$ cat config.mk
export PLATFORM = sky130hd
export DESIGN_NAME = can_message_segmenter
export DESIGN_NICKNAME = d
export VERILOG_FILES = /design/src/rtl/cms_pkg.sv /design/src/rtl/cms_front.sv /design/src/rtl/cms_fifo.sv /design/src/rtl/cms_back.sv /design/src/rtl/can_message_segmenter.sv
export VERILOG_INCLUDE_DIRS = /design/src /design/src/rtl
export SDC_FILE = /design/constraint.sdc
export NUM_CORES = 1
export LEC_CHECK = 0
export ABC_AREA = 0
export BUFFER_PORTS_ARGS = -buffer_cell sky130_fd_sc_hd__buf_2
export CAP_MARGIN = 15
export CORE_MARGIN = 8
export CORE_UTILIZATION = 55
export DETAILED_ROUTE_END_ITERATION = 10
export MAX_ROUTING_LAYER = met4
export PLACE_DENSITY = 0.73
export SETUP_SLACK_MARGIN = 0.02
export SLEW_MARGIN = 20
export SYNTH_ARGS = -nofsm -noshare
export SYNTH_HDL_FRONTEND = slang
export SYNTH_SLANG_ARGS = --single-unit
$ cat constraint.sdc
create_clock -name i_clk -period 9 [get_ports i_clk]
set_input_delay 0.9 -clock i_clk [delete_from_list [all_inputs] [get_ports i_clk]]
set_output_delay 0.9 -clock i_clk [all_outputs]
set_load 0.02 [all_outputs]
$ cat src/rtl/can_message_segmenter_macros.svh
// ----------------------------------------------------------------------------
// can_message_segmenter assertion macros
// Clocked on i_clk, checks off while i_rst_n is low.
// ----------------------------------------------------------------------------
`ifndef CAN_MESSAGE_SEGMENTER_MACROS_SVH
`define CAN_MESSAGE_SEGMENTER_MACROS_SVH

`ifndef NO_ASSERTIONS

// property must hold at every clock edge out of reset
`define CMS_ASSERT(label, prop) \
    label: assert property (@(posedge i_clk) disable iff (!i_rst_n) prop) \
        else $error("cms assertion failed");

// expression must never be true
`define CMS_ASSERT_NEVER(label, expr) \
    label: assert property (@(posedge i_clk) disable iff (!i_rst_n) !(expr)) \
        else $error("cms forbidden condition seen");

`else

`define CMS_ASSERT(label, prop)
`define CMS_ASSERT_NEVER(label, expr)

`endif

`endif

$ cat src/rtl/cms_pkg.sv
`timescale 1ns / 1ps
// ----------------------------------------------------------------------------
// cms_pkg
// Shared types and constants of the CAN message segmenter.
// ----------------------------------------------------------------------------
package cms_pkg;

    localparam int BYTE_W       = 8;
    localparam int FRAME_BYTES  = 8;
    localparam int HEADER_BYTES = 3;
    localparam int CHUNK_BYTES  = FRAME_BYTES - HEADER_BYTES;
    localparam int LEN_W        = 4;
    localparam int FILL_W       = 4;
    localparam int IDX_W        = 3;
    localparam int ID_BITS      = 11;
    localparam int FRAME_ID_W   = 11;
    localparam int DATA_W       = BYTE_W * FRAME_BYTES;

    // queue between front and back
    localparam int Q_DEPTH = 4;
    localparam int Q_PTR_W = 2;
    localparam int Q_CNT_W = 3;

    // header byte codes
    localparam logic [BYTE_W-1:0] TAG_RESET  = 8'h32;
    localparam logic [BYTE_W-1:0] FLAG_FINAL = 8'h31;
    localparam logic [BYTE_W-1:0] FLAG_MORE  = 8'h30;

    // one outgoing frame, without its id
    typedef struct packed {
        logic [LEN_W-1:0]  len;
        logic [DATA_W-1:0] data;
    } t_frame;

endpackage

$ cat src/rtl/cms_front.sv
`timescale 1ns / 1ps
// ----------------------------------------------------------------------------
// cms_front
// Takes message bytes, buffers them, and builds raw or segmented frames.
// Emits at most one frame word per accepted byte; a second frame due in the
// same step is held back and goes out with the next byte.
// ----------------------------------------------------------------------------
`include "can_message_segmenter_macros.svh"

module cms_front (
    input  logic                          i_clk,
    input  logic                          i_rst_n,
    input  logic                          i_in_valid,
    input  logic [cms_pkg::BYTE_W-1:0]    i_data_byte,
    input  logic                          i_last_byte,
    input  logic                          i_cfg_we,
    input  logic [cms_pkg::BYTE_W-1:0]    i_cfg_wdata,
    input  logic                          i_q_full,
    output logic                          o_in_stall,
    output logic                          o_push,
    output cms_pkg::t_frame               o_frame
);

    // message buffer and control
    logic [cms_pkg::BYTE_W-1:0] r_store [0:cms_pkg::FRAME_BYTES-1];
    logic [cms_pkg::FILL_W-1:0] r_fill, n_fill;
    logic                       r_seg, n_seg;
    logic [cms_pkg::BYTE_W-1:0] r_line;
    logic [cms_pkg::BYTE_W-1:0] r_tag_char;
    logic                       r_carry_valid, n_carry_valid;
    cms_pkg::t_frame            r_carry, n_carry;

    logic                       accept;
    logic                       trans;
    logic                       seg_full;
    logic                       more_push;
    logic                       chunk_path;
    logic [cms_pkg::IDX_W-1:0]  widx;
    logic [cms_pkg::DATA_W-1:0] raw_data;
    logic [cms_pkg::DATA_W-1:0] more_data;
    logic [cms_pkg::DATA_W-1:0] chunk_data;
    logic [cms_pkg::BYTE_W-1:0] fin_line;
    cms_pkg::t_frame            more_frame;
    cms_pkg::t_frame            fin_frame;
    cms_pkg::t_frame            p0_frame;
    logic                       p0_valid;
    logic                       p1_valid;

    assign o_in_stall = i_q_full;
    assign accept     = i_in_valid && !i_q_full;

    // step classification
    assign trans      = !r_seg && r_fill[cms_pkg::FILL_W-1];
    assign seg_full   = r_seg && (r_fill == cms_pkg::FILL_W'(cms_pkg::CHUNK_BYTES));
    assign more_push  = trans || seg_full;
    assign chunk_path = r_seg || trans;
    assign widx       = more_push ? '0 : r_fill[cms_pkg::IDX_W-1:0];
    assign fin_line   = trans ? r_store[2] : r_line;

    // short message sent unchanged
    always_comb begin
        raw_data = '0;
        for (int i = 0; i < cms_pkg::FRAME_BYTES; i++) begin
            if (cms_pkg::FILL_W'(i) < r_fill) begin
                raw_data[cms_pkg::BYTE_W*i +: cms_pkg::BYTE_W] = r_store[i];
            end else if (cms_pkg::FILL_W'(i) == r_fill) begin
                raw_data[cms_pkg::BYTE_W*i +: cms_pkg::BYTE_W] = i_data_byte;
            end
        end
    end

    // full chunk with more to come
    always_comb begin
        more_data = '0;
        more_data[0 +: cms_pkg::BYTE_W]                = r_tag_char;
        more_data[cms_pkg::BYTE_W +: cms_pkg::BYTE_W]  = cms_pkg::FLAG_MORE;
        more_data[2*cms_pkg::BYTE_W +: cms_pkg::BYTE_W] = fin_line;
        for (int j = 0; j < cms_pkg::CHUNK_BYTES; j++) begin
            more_data[cms_pkg::BYTE_W*(cms_pkg::HEADER_BYTES+j) +: cms_pkg::BYTE_W] =
                trans ? r_store[cms_pkg::HEADER_BYTES+j] : r_store[j];
        end
    end

    // final chunk: held bytes plus this byte
    always_comb begin
        chunk_data = '0;
        chunk_data[0 +: cms_pkg::BYTE_W]                 = r_tag_char;
        chunk_data[cms_pkg::BYTE_W +: cms_pkg::BYTE_W]   = cms_pkg::FLAG_FINAL;
        chunk_data[2*cms_pkg::BYTE_W +: cms_pkg::BYTE_W] = fin_line;
        for (int j = 0; j < cms_pkg::CHUNK_BYTES; j++) begin
            if (cms_pkg::IDX_W'(j) < widx) begin
                chunk_data[cms_pkg::BYTE_W*(cms_pkg::HEADER_BYTES+j) +: cms_pkg::BYTE_W] =
                    r_store[j];
            end else if (cms_pkg::IDX_W'(j) == widx) begin
                chunk_data[cms_pkg::BYTE_W*(cms_pkg::HEADER_BYTES+j) +: cms_pkg::BYTE_W] =
                    i_data_byte;
            end
        end
    end

    always_comb begin
        more_frame.len  = cms_pkg::LEN_W'(cms_pkg::FRAME_BYTES);
        more_frame.data = more_data;
        if (chunk_path) begin
            fin_frame.len  = cms_pkg::LEN_W'(widx) + cms_pkg::LEN_W'(cms_pkg::HEADER_BYTES + 1);
            fin_frame.data = chunk_data;
        end else begin
            fin_frame.len  = r_fill + cms_pkg::LEN_W'(1);
            fin_frame.data = raw_data;
        end
    end

    // frames due this step, oldest first
    assign p0_valid = more_push || i_last_byte;
    assign p1_valid = more_push && i_last_byte;
    assign p0_frame = more_push ? more_frame : fin_frame;

    // pick the word sent now, hold back the rest
    always_comb begin
        n_carry_valid = r_carry_valid;
        n_carry       = r_carry;
        o_push        = 1'b0;
        o_frame       = p0_frame;
        if (accept) begin
            if (r_carry_valid) begin
                o_push        = 1'b1;
                o_frame       = r_carry;
                n_carry_valid = p0_valid;
                n_carry       = p0_frame;
            end else begin
                o_push        = p0_valid;
                n_carry_valid = p1_valid;
                n_carry       = fin_frame;
            end
        end
    end

    // buffer bookkeeping
    always_comb begin
        n_fill = r_fill;
        n_seg  = r_seg;
        if (accept) begin
            n_fill = i_last_byte ? '0 : cms_pkg::FILL_W'(widx) + cms_pkg::FILL_W'(1);
            n_seg  = chunk_path && !i_last_byte;
        end
    end

    // control registers
    always_ff @(posedge i_clk) begin
        if (!i_rst_n) begin
            r_fill        <= '0;
            r_seg         <= 1'b0;
            r_carry_valid <= 1'b0;
            r_tag_char    <= cms_pkg::TAG_RESET;
        end else begin
            r_fill        <= n_fill;
            r_seg         <= n_seg;
            r_carry_valid <= n_carry_valid;
            if (i_cfg_we) begin
                r_tag_char <= i_cfg_wdata;
            end
        end
    end

    // payload registers
    always_ff @(posedge i_clk) begin
        r_carry <= n_carry;
        if (accept) begin
            r_store[widx] <= i_data_byte;
            if (trans) begin
                r_line <= r_store[2];
            end
        end
    end

    // held-back frame never meets two new frames in one step
    `CMS_ASSERT_NEVER(a_carry_overrun, accept && r_carry_valid && p1_valid)
    // a chunk never grows past its size
    `CMS_ASSERT(a_chunk_bound, r_seg |-> (r_fill <= cms_pkg::FILL_W'(cms_pkg::CHUNK_BYTES)))

endmodule

$ cat src/rtl/cms_fifo.sv
`timescale 1ns / 1ps
// ----------------------------------------------------------------------------
// cms_fifo
// Short frame queue between the front and the back.
// ----------------------------------------------------------------------------
`include "can_message_segmenter_macros.svh"

module cms_fifo (
    input  logic            i_clk,
    input  logic            i_rst_n,
    input  logic            i_push,
    input  cms_pkg::t_frame i_frame,
    input  logic            i_pop,
    output logic            o_full,
    output logic            o_empty,
    output cms_pkg::t_frame o_frame
);

    cms_pkg::t_frame              r_mem [0:cms_pkg::Q_DEPTH-1];
    logic [cms_pkg::Q_PTR_W-1:0]  r_wr_ptr;
    logic [cms_pkg::Q_PTR_W-1:0]  r_rd_ptr;
    logic [cms_pkg::Q_CNT_W-1:0]  r_count, n_count;

    assign o_full  = (r_count == cms_pkg::Q_CNT_W'(cms_pkg::Q_DEPTH));
    assign o_empty = (r_count == '0);
    assign o_frame = r_mem[r_rd_ptr];

    // occupancy
    always_comb begin
        n_count = r_count;
        case ({i_push, i_pop})
            2'b10:   n_count = r_count + cms_pkg::Q_CNT_W'(1);
            2'b01:   n_count = r_count - cms_pkg::Q_CNT_W'(1);
            default: n_count = r_count;
        endcase
    end

    // pointers
    always_ff @(posedge i_clk) begin
        if (!i_rst_n) begin
            r_wr_ptr <= '0;
            r_rd_ptr <= '0;
            r_count  <= '0;
        end else begin
            r_count <= n_count;
            if (i_push) begin
                r_wr_ptr <= r_wr_ptr + cms_pkg::Q_PTR_W'(1);
            end
            if (i_pop) begin
                r_rd_ptr <= r_rd_ptr + cms_pkg::Q_PTR_W'(1);
            end
        end
    end

    // storage
    always_ff @(posedge i_clk) begin
        if (i_push) begin
            r_mem[r_wr_ptr] <= i_frame;
        end
    end

    // no overflow, no underflow
    `CMS_ASSERT_NEVER(a_q_overflow, (i_push && o_full) || (i_pop && o_empty))

endmodule

$ cat src/rtl/cms_back.sv
`timescale 1ns / 1ps
// ----------------------------------------------------------------------------
// cms_back
// Takes frames off the queue, stamps the next id and holds the output word.
// ----------------------------------------------------------------------------
`include "can_message_segmenter_macros.svh"

module cms_back (
    input  logic                              i_clk,
    input  logic                              i_rst_n,
    input  logic                              i_q_empty,
    input  cms_pkg::t_frame                   i_frame,
    input  logic                              i_out_stall,
    output logic                              o_pop,
    output logic                              o_out_valid,
    output logic [cms_pkg::FRAME_ID_W-1:0]    o_frame_id,
    output logic [cms_pkg::LEN_W-1:0]         o_frame_length,
    output logic [cms_pkg::DATA_W-1:0]        o_frame_bytes
);

    logic                           r_valid;
    logic [cms_pkg::ID_BITS-1:0]    r_cnt;
    logic [cms_pkg::FRAME_ID_W-1:0] r_id;
    cms_pkg::t_frame                r_frame;
    logic                           load;

    // output register free or being taken
    assign load  = !r_valid || !i_out_stall;
    assign o_pop = load && !i_q_empty;

    assign o_out_valid    = r_valid;
    assign o_frame_id     = r_id;
    assign o_frame_length = r_frame.len;
    assign o_frame_bytes  = r_frame.data;

    // valid and id counter
    always_ff @(posedge i_clk) begin
        if (!i_rst_n) begin
            r_valid <= 1'b0;
            r_cnt   <= '0;
        end else begin
            if (load) begin
                r_valid <= !i_q_empty;
            end
            if (o_pop) begin
                r_cnt <= r_cnt + cms_pkg::ID_BITS'(1);
            end
        end
    end

    // output word
    always_ff @(posedge i_clk) begin
        if (o_pop) begin
            r_frame <= i_frame;
            r_id    <= r_cnt[cms_pkg::FRAME_ID_W-1:0];
        end
    end

    // every frame sent takes exactly the next id
    `CMS_ASSERT(a_id_step, o_pop |=> (r_cnt == $past(r_cnt) + cms_pkg::ID_BITS'(1)))

endmodule

$ cat src/rtl/can_message_segmenter.sv
`timescale 1ns / 1ps
// ----------------------------------------------------------------------------
// can_message_segmenter
// Turns a byte stream of messages into CAN frames: short messages as one
// frame, longer ones as tagged chunks with a line number.
// ----------------------------------------------------------------------------
//  channel   dir  handshake                fields
//  in        in   i_in_valid / o_in_stall  i_data_byte, i_last_byte
//  out       out  o_out_valid / i_out_stall o_frame_id, o_frame_length,
//                                          o_frame_bytes
//  cfg       in   i_cfg_we                 i_cfg_wdata (tag byte)
//
// One byte can be taken every clock while o_in_stall is low; each byte yields
// zero or one frame word. A frame word enters the queue at the edge that takes
// its byte and moves to the output once it heads the queue and the output is
// free; a second frame due on the same byte waits for the next byte taken.
// o_in_stall rises only when the 4-entry frame queue is full.
// Reset is synchronous, active low; no clearing pass is needed.
// ----------------------------------------------------------------------------
module can_message_segmenter (
    input  logic                              i_clk,
    input  logic                              i_rst_n,
    input  logic                              i_in_valid,
    output logic                              o_in_stall,
    input  logic [cms_pkg::BYTE_W-1:0]        i_data_byte,
    input  logic                              i_last_byte,
    output logic                              o_out_valid,
    input  logic                              i_out_stall,
    output logic [cms_pkg::FRAME_ID_W-1:0]    o_frame_id,
    output logic [cms_pkg::LEN_W-1:0]         o_frame_length,
    output logic [cms_pkg::DATA_W-1:0]        o_frame_bytes,
    input  logic                              i_cfg_we,
    input  logic [cms_pkg::BYTE_W-1:0]        i_cfg_wdata
);

    logic            q_full;
    logic            q_empty;
    logic            q_push;
    logic            q_pop;
    cms_pkg::t_frame push_frame;
    cms_pkg::t_frame head_frame;

    // byte intake and frame building
    cms_front u_front (
        .i_clk       (i_clk),
        .i_rst_n     (i_rst_n),
        .i_in_valid  (i_in_valid),
        .i_data_byte (i_data_byte),
        .i_last_byte (i_last_byte),
        .i_cfg_we    (i_cfg_we),
        .i_cfg_wdata (i_cfg_wdata),
        .i_q_full    (q_full),
        .o_in_stall  (o_in_stall),
        .o_push      (q_push),
        .o_frame     (push_frame)
    );

    // frame queue
    cms_fifo u_fifo (
        .i_clk   (i_clk),
        .i_rst_n (i_rst_n),
        .i_push  (q_push),
        .i_frame (push_frame),
        .i_pop   (q_pop),
        .o_full  (q_full),
        .o_empty (q_empty),
        .o_frame (head_frame)
    );

    // id stamping and output register
    cms_back u_back (
        .i_clk          (i_clk),
        .i_rst_n        (i_rst_n),
        .i_q_empty      (q_empty),
        .i_frame        (head_frame),
        .i_out_stall    (i_out_stall),
        .o_pop          (q_pop),
        .o_out_valid    (o_out_valid),
        .o_frame_id     (o_frame_id),
        .o_frame_length (o_frame_length),
        .o_frame_bytes  (o_frame_bytes)
    );

endmodule
==> metrics.md <==
| Metric | Value |
|---|---|
| Die Ht | `between 200 and 250 um` |
| CP arrival | `about 3600 ps` |
| Net count after synthesis | `between 1000 and 1500` |
| RSZ-0062 raised after global routing | `no` |
| Worst Hold Class | `reg -> reg` |
| Detail Route Antenna Nets | `0` |
| Crit-path most repeated cell | `buf_4` |
| Initial DRC count | `around 1300` |
| Worst VDD drop | `0.000242 V` |
| Min-delay src | `u_back.r_cnt[10]$_SDFFE_PN0P_` |
| Fmax | `between 300 and 400 MHz` |
| Post-DP Area | `~0.023 mm^2` |
| PwrDens | `between 200 and 300 mW/mm^2` |
| Total GRT Usage | `a little over a fifth` |
| Clk buf depth | `3` |
| Top cell type's share of synthesized area | `roughly two thirds` |
| WL/cell | `roughly 24 um` |
| Die Footprint | `approximately 0.047 mm^2` |
| Via-to-Cell Ratio | `between 6 and 7` |
| R2R Setup Slk | `~5700 ps` |
| CP peak stage delay | `~950 ps` |
| Clk root buf | `clkbuf_16` |
| Post-synth EDFFs | `between 400 and 500` |
| Area growth from synthesis to layout | `12.2%` |
| CP max FO | `39` |
| CP endpoint | `u_front.r_carry[41]$_DFFE_PN_` |
| Clk_skew | `~26 ps` |
| Crit end category | `flop` |
| Die Width | `between 200 and 250 um` |
| R2r endpoint | `u_front.r_carry[41]$_DFFE_PN_` |
| Drt drc | `0` |
| Via Count | `approximately 13000` |
| CTS tree | `built` |
| Worst-Skew Late Latency | `around 600 ps` |
| Largest net degree at the start of global routing | `80` |
| Sequential share of the synthesized area | `roughly 70%` |
| I/O pin cnt | `roughly 100` |
| Clock sink count | `approximately 520` |
| Initial core utilization | `~55%` |
| Type of origin of the critical path | `flop` |
| Total grt overflow | `0` |
| Critical path's slowest cell | `dfxtp_1` |
| Setup tns final | `0 ps` |
| Clock buffer count from CTS | `roughly 50` |
| N_diodes | `0` |
| Post-DP HPWL | `slightly below 30000 um` |
| Total chip power | `around 6.4 mW` |
| WP data required | `9310 ps` |
| Number of global-route vias before repair | `12600` |
| Final critical-path share of the clock period | `37.0%` |
| Post-synth design cell area | `~0.022 mm^2` |
| Largest cells by area after synthesis | `edfxtp_1 (67%), mux4_2 (7.0%), dfxtp_1 (3.0%)` |
| # rows | `between 70 and 80` |
| Final WL | `49300 um` |
| Design area | `about 0.025 mm^2` |
| Max_cap viols | `0` |
| Origin of the worst setup path | `u_front.r_fill[3]$_SDFFE_PN0N_` |
| Post-Synthesis Cells | `between 1000 and 1500` |
| First-pass GRT wire length | `~76000 um` |
| Sequence of cells on the critical path | `nand2b_2 -> buf_4 -> o21ai_2 -> buf_4 -> and2_1 -> buf_4 -> a211oi_1 -> o2bb2ai_1` |
| Netlist cell types | `66` |
| Port-buffer cells | `between 100 and 150` |
| Core ar. | `between 0.03 and 0.04 mm^2` |
| Gp weighted congestion | `0.942` |
| Final setup margin | `approximately 5700 ps` |
| Top_reg_cell synth | `edfxtp_1` |
| Setup CP Type | `reg -> reg` |
| YS warnings | `0` |
| RR Startpoint | `u_front.r_fill[3]$_SDFFE_PN0N_` |
| Tmin final | `between 3000 and 4000 ps` |
| FF-to-FF path depth | `8` |
| Leak | `about 8.6 nW` |
| Post-synthesis async set-or-reset flop share | `0%` |
| 1st-pass router iterations | `9` |
| Max-slew headroom | `a little under a quarter` |
| Post-CTS Setup Repair Bufs | `0` |
| Number of antenna violations at the first check in global routing | `0` |
| Post-CTS sizing | `0` |
| Synth Area per Inst | `between 15 and 20 um^2` |
| Nets | `1509` |
| Worst slack at placement | `between 5000 and 6000 ps` |
| Outcome | `finished clean` |
| Clock-pin slew on the worst setup and hold paths | `roughly 60 ps` |
| H-tree Lvls | `2` |
| Hold buffers post-CTS | `0` |
| Post-synth top area cell | `edfxtp_1` |
| Filler cells | `roughly 2800` |
| Worst-Margin Slew | `between 1000 and 1500 ps` |
| Synthesis-stage register bit count | `roughly 520` |
| Layout cells sized above 1 | `about a fifth` |
| Final hold violations | `0` |
| Pins Over Slew Limit | `0` |
| Setup violators final | `0` |
worst min path at each step:
| stage | slack (ps) | endpoint | cells past startpoint |
|---|---|---|---|
| detailed placement | 440 | u_back.o_frame_id[10]$_DFFE_PP_ | 0 |
| global route | 480 | u_back.o_frame_id[10]$_DFFE_PP_ | 0 |
| CTS | 460 | u_back.o_frame_id[10]$_DFFE_PP_ | 0 |
| finish | 460 | u_back.o_frame_id[10]$_DFFE_PP_ | 0 |
| global placement | 440 | u_back.o_frame_id[10]$_DFFE_PP_ | 0 |
| floorplan | 430 | u_back.o_frame_id[10]$_DFFE_PP_ | 0 |
worst max-delay path: cells and delay by family, from the launching register on:
kind                   cells  cell delay [ps]
DFF                        1              950
AOI/OAI and AO/OA          3              380
buffers and inverters      3             1240
and+or+nand+nor            2              470
sequential cells by signal, summed over array words and instances (netlist names):
signal	count
u_front.r_carry_valid	1
u_front.r_carry	68
u_back.o_frame_bytes	64
u_fifo.r_mem	272
u_back.o_frame_id	11
u_front.r_fill	4
u_front.r_store	64
u_fifo.r_wr_ptr	2
u_fifo.r_count	3
u_back.r_cnt	11
u_front.r_tag_char	8
u_fifo.r_rd_ptr	2
u_front.r_line	8
u_back.o_out_valid	1
u_front.r_seg	1
u_back.o_frame_length	4
kinds of logic (layout without fill, tap and decap cells):
family	after synthesis	count (layout)	share of synthesized area, %
flops	524	524	70.3
buf+inv	118	238	2.45
fa+ha+maj	12	12	0.719
xor+xnor	11	11	0.439
mux	145	145	10.6
simple gates	290	290	6.06
compound gates	292	292	9.47
metrics by stage:
stage          util, %  cells  hold slack, ps
5_1_grt           62.2   2037             477
4_1_cts           62.0   2034             457
2_1_floorplan        -   1392             428
6_report          62.2   2037             457
3_3_place_gp      57.7   1944             438
3_5_place_dp      57.7   1944             444
per-layer routing:
layer	up-vias	global-route usage, %	routed length [um]
met2	533	33.6	23600
met4	0	5.86	1110
met3	77	3.38	3430
met1	6474	30.0	21200
li1	5654	-	-
met5	-	-	0
area by class of cell:
cell class | count | area [um^2] | area share, %
Sequential cell | 524 | 15400 | 62.6
Multi-Input combinational cell | 750 | 6020 | 24.5
Clock buffer | 68 | 1420 | 5.78
Timing Repair Buffer | 126 | 743 | 3.02
Tap cell | 525 | 657 | 2.67
Clock inverter | 22 | 264 | 1.07
Inverter | 22 | 85.1 | 0.346
cells in the final DEF (no fill, tap or decap), types with 21 or more instances in the layout:
cell type | netlist | layout
o21ai_0 | 45 | 45
buf_2 | 40 | 102
mux4_2 | 68 | 68
clkbuf_16 | 0 | 52
buf_4 | 5 | 21
nand3_1 | 23 | 23
a21oi_1 | 73 | 72
edfxtp_1 | 491 | 491
a22o_1 | 25 | 25
mux2i_1 | 59 | 59
nor2_1 | 91 | 91
nand2_1 | 100 | 100
dfxtp_1 | 33 | 31
synthesized netlist by cell type, types with 9 or more instances:
master / n
a21oi_1: 73
mux2_2: 18
nor3_1: 14
nor2_1: 91
a211oi_1: 16
nand2_1: 100
o21ai_0: 45
a22o_1: 25
mux2i_1: 59
a221oi_1: 9
mux4_2: 68
buf_2: 40
inv_1: 20
ha_1: 11
o22ai_1: 9
edfxtp_1: 491
and2_1: 18
o21ai_1: 10
a222oi_1: 16
dfxtp_1: 33
clkbuf_1: 41
nand3_1: 23
a22oi_1: 14
o22a_1: 9
o31ai_1: 14
report_power, final:
part / switching [mW] / internal (mW)
clock network: 0.881 / 1.25
registers: 0.130 / 3.05
logic: 0.700 / 0.418
total: 1.71 / 4.72
(Power assumes the default switching activity.)
